## src/rtl/cabb_pkg.sv

```systemverilog
// ----------------------------------------------------------------------------
// cabb_pkg - circular arc bounding box shared definitions
// Widths, sequencer states, multiplier steps and quadrant helpers.
// ----------------------------------------------------------------------------
package cabb_pkg;

   localparam int COORD_BITS    = 24;
   localparam int DIFF_BITS     = COORD_BITS + 1;
   localparam int PROD_BITS     = 2 * DIFF_BITS;
   localparam int ROOT_BITS     = COORD_BITS + 2;
   localparam int RAD_BITS      = 2 * ROOT_BITS;
   localparam int REM_BITS      = ROOT_BITS + 3;
   localparam int REL_BITS      = ROOT_BITS;
   localparam int BOX_BITS      = 27;
   localparam int ITER_BITS     = $clog2(ROOT_BITS);
   localparam int REQ_DATA_BITS = ((6 * COORD_BITS + 7) / 8) * 8;
   localparam int RSP_DATA_BITS = ((4 * BOX_BITS + 7) / 8) * 8;

   typedef enum logic [2:0] {
      ST_IDLE,
      ST_MUL,
      ST_ROOT,
      ST_BOX,
      ST_DONE
   } state_type;

   // operand pair issued to the shared multiplier
   typedef enum logic [2:0] {
      MUL_XX,
      MUL_YY,
      MUL_YX,
      MUL_XY,
      MUL_CMP
   } mul_step_type;

   typedef enum logic [2:0] {
      QUAD_NONE,
      QUAD_1,
      QUAD_2,
      QUAD_3,
      QUAD_4
   } quad_type;

   function automatic quad_type quad_of(logic signed [DIFF_BITS-1:0] x,
                                        logic signed [DIFF_BITS-1:0] y);
      quad_type q;
      if (x >= 0 && y > 0) begin
         q = QUAD_1;
      end else if (x < 0 && y >= 0) begin
         q = QUAD_2;
      end else if (x <= 0 && y < 0) begin
         q = QUAD_3;
      end else if (x > 0 && y <= 0) begin
         q = QUAD_4;
      end else begin
         q = QUAD_NONE;
      end
      return q;
   endfunction

   // counter-clockwise neighbor
   function automatic quad_type quad_next(quad_type q);
      quad_type n;
      case (q)
         QUAD_1:  n = QUAD_2;
         QUAD_2:  n = QUAD_3;
         QUAD_3:  n = QUAD_4;
         default: n = QUAD_1;
      endcase
      return n;
   endfunction

endpackage

```

## src/rtl/circular_arc_bounding_box_core.sv

```systemverilog
// ----------------------------------------------------------------------------
// circular_arc_bounding_box_core - bounding box of a counter-clockwise arc
// Shared multiplier and bit-serial square root under a small sequencer.
// ----------------------------------------------------------------------------
// Usage:
//   The req_ channel carries one arc per word: start, end and center points
//   as signed Q16.8 coordinates. The rsp_ channel returns one word per arc:
//   the box corners xmin, ymin, xmax, ymax (27-bit signed, same units) in
//   tdata and the end-at-center flag in tuser.
//   A word is taken when tvalid and tready are both high.
// Sequence:
//   An accepted arc passes through the one signed 25x25 multiplier (two
//   squares, two cross products), then the restoring square root (one
//   root bit per cycle), then a step that grows the box by the crossed
//   extremes and a step that adds the center back before rsp_tvalid.
//   req_tready is high only while the sequencer is idle, so a new arc is
//   not taken before the last one has left the sequencer.
// Reset and stall:
//   Synchronous active-high reset returns the sequencer to idle and drops
//   rsp_tvalid. The result sits in its own output register, so a new arc is
//   accepted while a finished box waits for rsp_tready; the sequencer holds
//   in its last state only if a second box is ready before the first leaves.
// ----------------------------------------------------------------------------
module circular_arc_bounding_box_core (
   input  logic                                  clock,
   input  logic                                  reset,
   input  logic                                  req_tvalid,
   output logic                                  req_tready,
   // start_x, start_y, end_x, end_y, center_x, center_y
   input  logic [cabb_pkg::REQ_DATA_BITS-1:0]    req_tdata,
   output logic                                  rsp_tvalid,
   input  logic                                  rsp_tready,
   // box_xmin, box_ymin, box_xmax, box_ymax, zero pad
   output logic [cabb_pkg::RSP_DATA_BITS-1:0]    rsp_tdata,
   // end_at_center
   output logic                                  rsp_tuser
);
   import cabb_pkg::*;

   // control state
   state_type                     state_ff, state_in;
   mul_step_type                  mstep_ff, mstep_in;
   logic [ITER_BITS-1:0]          iter_ff, iter_in;
   logic                          rsp_valid_ff, rsp_valid_in;

   // arc relative to its center
   logic signed [DIFF_BITS-1:0]   x0_ff, x0_in, y0_ff, y0_in;
   logic signed [DIFF_BITS-1:0]   x1_ff, x1_in, y1_ff, y1_in;
   logic signed [COORD_BITS-1:0]  cx_ff, cx_in, cy_ff, cy_in;
   logic                          endc_ff, endc_in;

   // multiplier and root datapath
   logic signed [PROD_BITS-1:0]   prod_ff, prod_in;
   logic signed [PROD_BITS-1:0]   cross_ff, cross_in;
   logic [PROD_BITS-1:0]          sq_ff, sq_in;
   logic                          long_ff, long_in;
   logic [RAD_BITS-1:0]           rad_ff, rad_in;
   logic [REM_BITS-1:0]           rem_ff, rem_in;
   logic [ROOT_BITS-1:0]          root_ff, root_in;

   // box relative to the center, then the output word
   logic signed [REL_BITS-1:0]    xmin_ff, xmin_in, ymin_ff, ymin_in;
   logic signed [REL_BITS-1:0]    xmax_ff, xmax_in, ymax_ff, ymax_in;
   logic signed [BOX_BITS-1:0]    oxmin_ff, oxmin_in, oymin_ff, oymin_in;
   logic signed [BOX_BITS-1:0]    oxmax_ff, oxmax_in, oymax_ff, oymax_in;
   logic                          oendc_ff, oendc_in;

   // input fields
   logic signed [COORD_BITS-1:0]  sx, sy, ex, ey, cx, cy;

   // shared multiplier operands
   logic signed [DIFF_BITS-1:0]   mul_a, mul_b;

   // root step
   logic [REM_BITS-1:0]           rem_sh, trial;
   logic                          root_ge;

   // box step
   logic signed [REL_BITS-1:0]    r_pos, r_neg;
   logic signed [REL_BITS-1:0]    ex0, ex1, ey0, ey1;
   logic signed [REL_BITS-1:0]    bxmin, bymin, bxmax, bymax;
   quad_type                      q_start, q_end, q_walk;
   logic                          grow, full;
   logic                          pass_n, pass_w, pass_s, pass_e;

   assign sx = req_tdata[0*COORD_BITS +: COORD_BITS];
   assign sy = req_tdata[1*COORD_BITS +: COORD_BITS];
   assign ex = req_tdata[2*COORD_BITS +: COORD_BITS];
   assign ey = req_tdata[3*COORD_BITS +: COORD_BITS];
   assign cx = req_tdata[4*COORD_BITS +: COORD_BITS];
   assign cy = req_tdata[5*COORD_BITS +: COORD_BITS];

   assign req_tready = (state_ff == ST_IDLE);
   assign rsp_tvalid = rsp_valid_ff;
   assign rsp_tdata  = RSP_DATA_BITS'({oymax_ff, oxmax_ff, oymin_ff, oxmin_ff});
   assign rsp_tuser  = oendc_ff;

   // shared multiplier: one product per cycle, registered
   always_comb begin
      case (mstep_ff)
         MUL_YY: begin
            mul_a = y0_ff;
            mul_b = y0_ff;
         end
         MUL_YX: begin
            mul_a = y1_ff;
            mul_b = x0_ff;
         end
         MUL_XY: begin
            mul_a = x1_ff;
            mul_b = y0_ff;
         end
         default: begin
            mul_a = x0_ff;
            mul_b = x0_ff;
         end
      endcase
   end

   assign prod_in = mul_a * mul_b;

   // restoring square root: bring down two radicand bits, try root*4+1
   assign rem_sh  = {rem_ff[REM_BITS-3:0], rad_ff[RAD_BITS-1 -: 2]};
   assign trial   = REM_BITS'({root_ff, 2'b01});
   assign root_ge = (rem_sh >= trial);

   // box growth from the radius and the quadrants passed
   always_comb begin
      r_pos = REL_BITS'({1'b0, root_ff[ROOT_BITS-2:0]});
      r_neg = -r_pos;
      ex0   = REL_BITS'(x0_ff);
      ex1   = REL_BITS'(x1_ff);
      ey0   = REL_BITS'(y0_ff);
      ey1   = REL_BITS'(y1_ff);
      bxmin = (ex0 < ex1) ? ex0 : ex1;
      bxmax = (ex0 > ex1) ? ex0 : ex1;
      bymin = (ey0 < ey1) ? ey0 : ey1;
      bymax = (ey0 > ey1) ? ey0 : ey1;

      q_start = quad_of(x0_ff, y0_ff);
      q_end   = quad_of(x1_ff, y1_ff);
      grow    = (root_ff != '0) && !endc_ff;
      full    = (q_start == q_end) && long_ff;

      // walk counter-clockwise from the start quadrant, mark each extreme
      pass_n = 1'b0;
      pass_w = 1'b0;
      pass_s = 1'b0;
      pass_e = 1'b0;
      q_walk = q_start;
      for (int n = 0; n < 4; n++) begin
         if (q_walk != q_end) begin
            case (q_walk)
               QUAD_1:  pass_n = 1'b1;
               QUAD_2:  pass_w = 1'b1;
               QUAD_3:  pass_s = 1'b1;
               QUAD_4:  pass_e = 1'b1;
               default: ;
            endcase
            q_walk = quad_next(q_walk);
         end
      end
   end

   // sequencer: next state and datapath loads
   always_comb begin
      state_in     = state_ff;
      mstep_in     = mstep_ff;
      iter_in      = iter_ff;
      rsp_valid_in = rsp_valid_ff && !rsp_tready;
      x0_in        = x0_ff;
      y0_in        = y0_ff;
      x1_in        = x1_ff;
      y1_in        = y1_ff;
      cx_in        = cx_ff;
      cy_in        = cy_ff;
      endc_in      = endc_ff;
      cross_in     = cross_ff;
      sq_in        = sq_ff;
      long_in      = long_ff;
      rad_in       = rad_ff;
      rem_in       = rem_ff;
      root_in      = root_ff;
      xmin_in      = xmin_ff;
      ymin_in      = ymin_ff;
      xmax_in      = xmax_ff;
      ymax_in      = ymax_ff;
      oxmin_in     = oxmin_ff;
      oymin_in     = oymin_ff;
      oxmax_in     = oxmax_ff;
      oymax_in     = oymax_ff;
      oendc_in     = oendc_ff;

      unique case (state_ff)
         ST_IDLE: begin
            if (req_tvalid) begin
               x0_in    = DIFF_BITS'(sx) - DIFF_BITS'(cx);
               y0_in    = DIFF_BITS'(sy) - DIFF_BITS'(cy);
               x1_in    = DIFF_BITS'(ex) - DIFF_BITS'(cx);
               y1_in    = DIFF_BITS'(ey) - DIFF_BITS'(cy);
               cx_in    = cx;
               cy_in    = cy;
               endc_in  = (ex == cx) && (ey == cy);
               mstep_in = MUL_XX;
               state_in = ST_MUL;
            end
         end

         ST_MUL: begin
            mstep_in = mul_step_type'(mstep_ff + 3'd1);
            case (mstep_ff)
               MUL_YY: sq_in    = prod_ff;
               MUL_YX: sq_in    = sq_ff + PROD_BITS'(unsigned'(prod_ff));
               MUL_XY: cross_in = prod_ff;
               MUL_CMP: begin
                  // long way round when start-to-end cross product is negative
                  long_in  = (cross_ff < prod_ff);
                  rad_in   = RAD_BITS'(sq_ff);
                  rem_in   = '0;
                  root_in  = '0;
                  iter_in  = ITER_BITS'(ROOT_BITS - 1);
                  state_in = ST_ROOT;
               end
               default: ;
            endcase
         end

         ST_ROOT: begin
            rem_in  = root_ge ? (rem_sh - trial) : rem_sh;
            root_in = {root_ff[ROOT_BITS-2:0], root_ge};
            rad_in  = rad_ff << 2;
            if (iter_ff == '0) begin
               state_in = ST_BOX;
            end else begin
               iter_in = iter_ff - 1'b1;
            end
         end

         ST_BOX: begin
            xmin_in  = (grow && (full || pass_w) && bxmin > r_neg) ? r_neg : bxmin;
            ymin_in  = (grow && (full || pass_s) && bymin > r_neg) ? r_neg : bymin;
            xmax_in  = (grow && (full || pass_e) && bxmax < r_pos) ? r_pos : bxmax;
            ymax_in  = (grow && (full || pass_n) && bymax < r_pos) ? r_pos : bymax;
            state_in = ST_DONE;
         end

         ST_DONE: begin
            // hold until the output register is free
            if (!rsp_valid_ff || rsp_tready) begin
               oxmin_in     = BOX_BITS'(xmin_ff) + BOX_BITS'(cx_ff);
               oymin_in     = BOX_BITS'(ymin_ff) + BOX_BITS'(cy_ff);
               oxmax_in     = BOX_BITS'(xmax_ff) + BOX_BITS'(cx_ff);
               oymax_in     = BOX_BITS'(ymax_ff) + BOX_BITS'(cy_ff);
               oendc_in     = endc_ff;
               rsp_valid_in = 1'b1;
               state_in     = ST_IDLE;
            end
         end

         default: state_in = ST_IDLE;
      endcase
   end

   always_ff @(posedge clock) begin
      if (reset) begin
         state_ff     <= ST_IDLE;
         mstep_ff     <= MUL_XX;
         iter_ff      <= '0;
         rsp_valid_ff <= 1'b0;
      end else begin
         state_ff     <= state_in;
         mstep_ff     <= mstep_in;
         iter_ff      <= iter_in;
         rsp_valid_ff <= rsp_valid_in;
      end
   end

   always_ff @(posedge clock) begin
      x0_ff    <= x0_in;
      y0_ff    <= y0_in;
      x1_ff    <= x1_in;
      y1_ff    <= y1_in;
      cx_ff    <= cx_in;
      cy_ff    <= cy_in;
      endc_ff  <= endc_in;
      prod_ff  <= prod_in;
      cross_ff <= cross_in;
      sq_ff    <= sq_in;
      long_ff  <= long_in;
      rad_ff   <= rad_in;
      rem_ff   <= rem_in;
      root_ff  <= root_in;
      xmin_ff  <= xmin_in;
      ymin_ff  <= ymin_in;
      xmax_ff  <= xmax_in;
      ymax_ff  <= ymax_in;
      oxmin_ff <= oxmin_in;
      oymin_ff <= oymin_in;
      oxmax_ff <= oxmax_in;
      oymax_ff <= oymax_in;
      oendc_ff <= oendc_in;
   end

endmodule

```

## config.mk

```make
export PLATFORM = sky130hd
export DESIGN_NAME = circular_arc_bounding_box_core
export DESIGN_NICKNAME = d
export VERILOG_FILES = /design/src/rtl/cabb_pkg.sv /design/src/rtl/circular_arc_bounding_box_core.sv
export SDC_FILE = /design/constraint.sdc
export NUM_CORES = 2
export LEC_CHECK = 0
export BUFFER_PORTS_ARGS = -buffer_cell sky130_fd_sc_hd__buf_2
export CAP_MARGIN = 0
export CORE_ASPECT_RATIO = 0.5
export CORE_MARGIN = 2
export CORE_UTILIZATION = 31
export DETAILED_ROUTE_END_ITERATION = 8
export HOLD_SLACK_MARGIN = 0.12
export SLEW_MARGIN = 5
export SYNTH_ARGS = -nofsm -noshare
export SYNTH_HDL_FRONTEND = slang
export SYNTH_SLANG_ARGS = --single-unit
```

## constraint.sdc

```tcl
create_clock -name clock -period 28 [get_ports clock]
set_input_delay 4.2 -clock clock [delete_from_list [all_inputs] [get_ports clock]]
set_output_delay 4.2 -clock clock [all_outputs]
set_load 0.03 [all_outputs]
```

==> flow_summary.yaml <==
setup_path:
  slowest_stage: "fa_1"
  cp_data_required_time_ns: 28.54
  critPathLaunchType: "flop"
  timing.critical_path.from: "mstep_ff[2]$_SDFFE_PP0P_"
  r2r_cells: 31
  path_class: "reg2reg"
  cp.depth: 31
  r2r_slack_ns: 17.41
  crit_path_max_incr_delay_ns: 1.00
  crit_family: "adder cells"
  worstSetupEndpointType: "flop"
  r2r-end: "prod_ff[49]$_DFF_P_"
  arrival_ns: 11.13
  crit_buf_inv: 8
  crit_fanout: 50
  timing.rr.start: "mstep_ff[2]$_SDFFE_PP0P_"
  crit_end: "prod_ff[49]$_DFF_P_"
layout:
  final_nets: 8153
  layout_common_cells: "inv_1, fa_1, nand2_1"
  multiInputGateArea_um2: 41400
  layoutNonFillerInstCount: 9512
  drive_gt1_frac: 0.0952
  area_growth_pct: 11.2
  seq_area_um2: 18300
  fill_cells: 20800
  final_common_cell: "inv_1"
clock_network:
  cts_resized: 0
  cts_tree: "built"
  numCtsBuffers: 73
  clk-insertion-delay-late_ns: 0.71
  clkSlewWorstSetupHoldPaths_ns: 0.07
  ctsLongestPathBuffers: 3
  clkSinkCount: 630
  ctsHoldBuffers: 0
  cts_setup_buffers: 0
  htree_levels: 3
  cts_root_buffer: "clkbuf_16"
routing:
  drtIter0Drc: 4530
  num_vias: 48700
  drt_first_pass_iters: 7
  antenna_left: 0
  viasPerCell: 5.12
  routed_wl_um: 209000
  drc: 0
  routedWlPerCell_um: 21.9
floorplanning:
  io_pins: 263
  rows: 117
  die_area_um2: 210000
  fp.coreArea_um2: 204000
  die_h_um: 325
  start_util: 0.313
  die_w_um: 647
grt:
  grt_pass1_wl_um: 312000
  gr-usage-all-layers: 0.198
  grt_max_degree: 85
  grt_overflow: 0
  antenna_found_initial: 15
  grt_pass1_vias: 48500
synth:
  yosys_register_bits: 630
  seq_area_frac_synth: 0.286
  synth.avg_cell_area_um2: 9.87
  synth_warnings: 0
  synth_area_um2: 64000
  synthCells: 6481
  async_flop_share: 0
  synth_edf_count: 568
  synth-main-ff-cell: "edfxtp_1"
  synth_cell_type_count: 87
run:
  maxCapViolations: 0
timing:
  finalClockSkew_ns: 0.0485
  setup-tns-final_ns: 0
  fmax_mhz: 94.4
  finalCritPeriodShare: 0.378
  hold_viol_final: 0
  setup_viol: 0
  slew_viol_final: 0
  tightest_slew_ns: 1.25
  relSlewSlack: 0.140
  grt_setup_unrepaired: "no"
  period_needed_ns: 10.59
place:
  port_buffers: 258
  place_hpwl_um: 166000
  globalplace.congestion: 0.967
  place_inst: 9377
outcome:
  status: "complete, no violations"
hold_path:
  min_from: "prod_ff[49]$_DFF_P_"
  hold_path.class: "reg2reg"
[worst min-delay path by stage]
stage               slack [ns]                     end  cells past startpoint
floorplan                 0.41  cross_ff[49]$_DFFE_PP_                      0
global placement          0.46   cross_ff[2]$_DFFE_PP_                      0
detailed placement        0.47  cross_ff[28]$_DFFE_PP_                      0
CTS                       0.49   cross_ff[2]$_DFFE_PP_                      0
global route              0.49  cross_ff[49]$_DFFE_PP_                      0
finish                    0.49  cross_ff[49]$_DFFE_PP_                      0
[layer usage]
| metal | vias to the layer above | global-route usage | routed length, um |
|---|---|---|---|
| li1 | 22300 | - | - |
| met1 | 24000 | 0.263 | 88100 |
| met2 | 1934 | 0.309 | 92300 |
| met3 | 463 | 0.0450 | 17700 |
| met4 | 10 | 0.0858 | 10400 |
| met5 | - | 0 | 71 |
[through the flow]
stage / utilization / worst slack (ns) / area (um2) / hold slack, ns
5_1_grt: 0.348 / 16.70 / 71200 / 0.489
3_5_place_dp: 0.336 / 17.60 / 68700 / 0.469
2_1_floorplan: - / 18.62 / 64000 / 0.408
3_3_place_gp: 0.336 / 17.71 / 68700 / 0.458
6_report: 0.348 / 17.41 / 71200 / 0.489
4_1_cts: 0.348 / 17.49 / 71200 / 0.489
[sequential cells by signal, summed over array words and instances (netlist names), 26 cells and up]
register / cells
ymax_ff: 26
oxmax_ff: 27
rem_ff: 27
oxmin_ff: 27
rad_ff: 52
oymin_ff: 27
root_ff: 26
prod_ff: 50
ymin_ff: 26
xmax_ff: 26
cross_ff: 50
oymax_ff: 27
xmin_ff: 26
sq_ff: 50
[area by class of cell]
| cell class | instances | area share |
|---|---|---|
| antenna | 2 | 0.0000703 |
| clock buffer | 92 | 0.0280 |
| clock inverter | 41 | 0.00731 |
| inverter | 979 | 0.0517 |
| multi-input combinational | 4701 | 0.582 |
| sequential | 630 | 0.257 |
| tap | 2737 | 0.0481 |
| timing repair buffer | 330 | 0.0257 |
[logic make-up after synthesis]
family | count (synthesis) | share of synthesized area
simple gates | 1787 | 0.124
fa+ha+maj | 1290 | 0.330
buf+inv | 1153 | 0.0691
compound gates | 1055 | 0.104
flops | 630 | 0.286
xor+xnor | 293 | 0.0401
mux | 272 | 0.0464
other cells | 1 | 0.0000586
[synthesized netlist by cell type (9+ instances only)]
library cell,instances,share of area
mux2i_1,127,0.020
nand2_1,663,0.039
nor2_1,604,0.035
nor3_1,74,0.0058
o21ai_0,246,0.019
xor2_1,76,0.010
nand3_1,66,0.0052
a21boi_0,26,0.0031
and2_1,29,0.0028
o21bai_1,25,0.0029
o21a_1,51,0.0060
and3_1,49,0.0048
a21o_1,153,0.018
fa_1,667,0.21
edfxtp_1,568,0.27
a21oi_1,309,0.024
ha_1,623,0.12
o31ai_1,23,0.0027
a2111oi_0,10,0.0014
mux2_4,17,0.0040
a22oi_1,25,0.0029
a31oi_1,31,0.0030
dfxtp_1,62,0.019
nand2b_1,63,0.0062
inv_1,977,0.057
o211ai_1,17,0.0020
a211oi_1,37,0.0043
or3_1,17,0.0017
buf_1,15,0.00088
nand4_1,55,0.0054
or2_2,13,0.0013
o2111ai_1,9,0.0012
clkbuf_1,141,0.0083
nor4_1,40,0.0039
nor2b_1,77,0.0075
mux2_2,124,0.022
xnor2_1,217,0.030
Power is left out: the tool's default activity adds up to more than one toggle a clock period on the data nets, which glitch-free logic cannot reach.
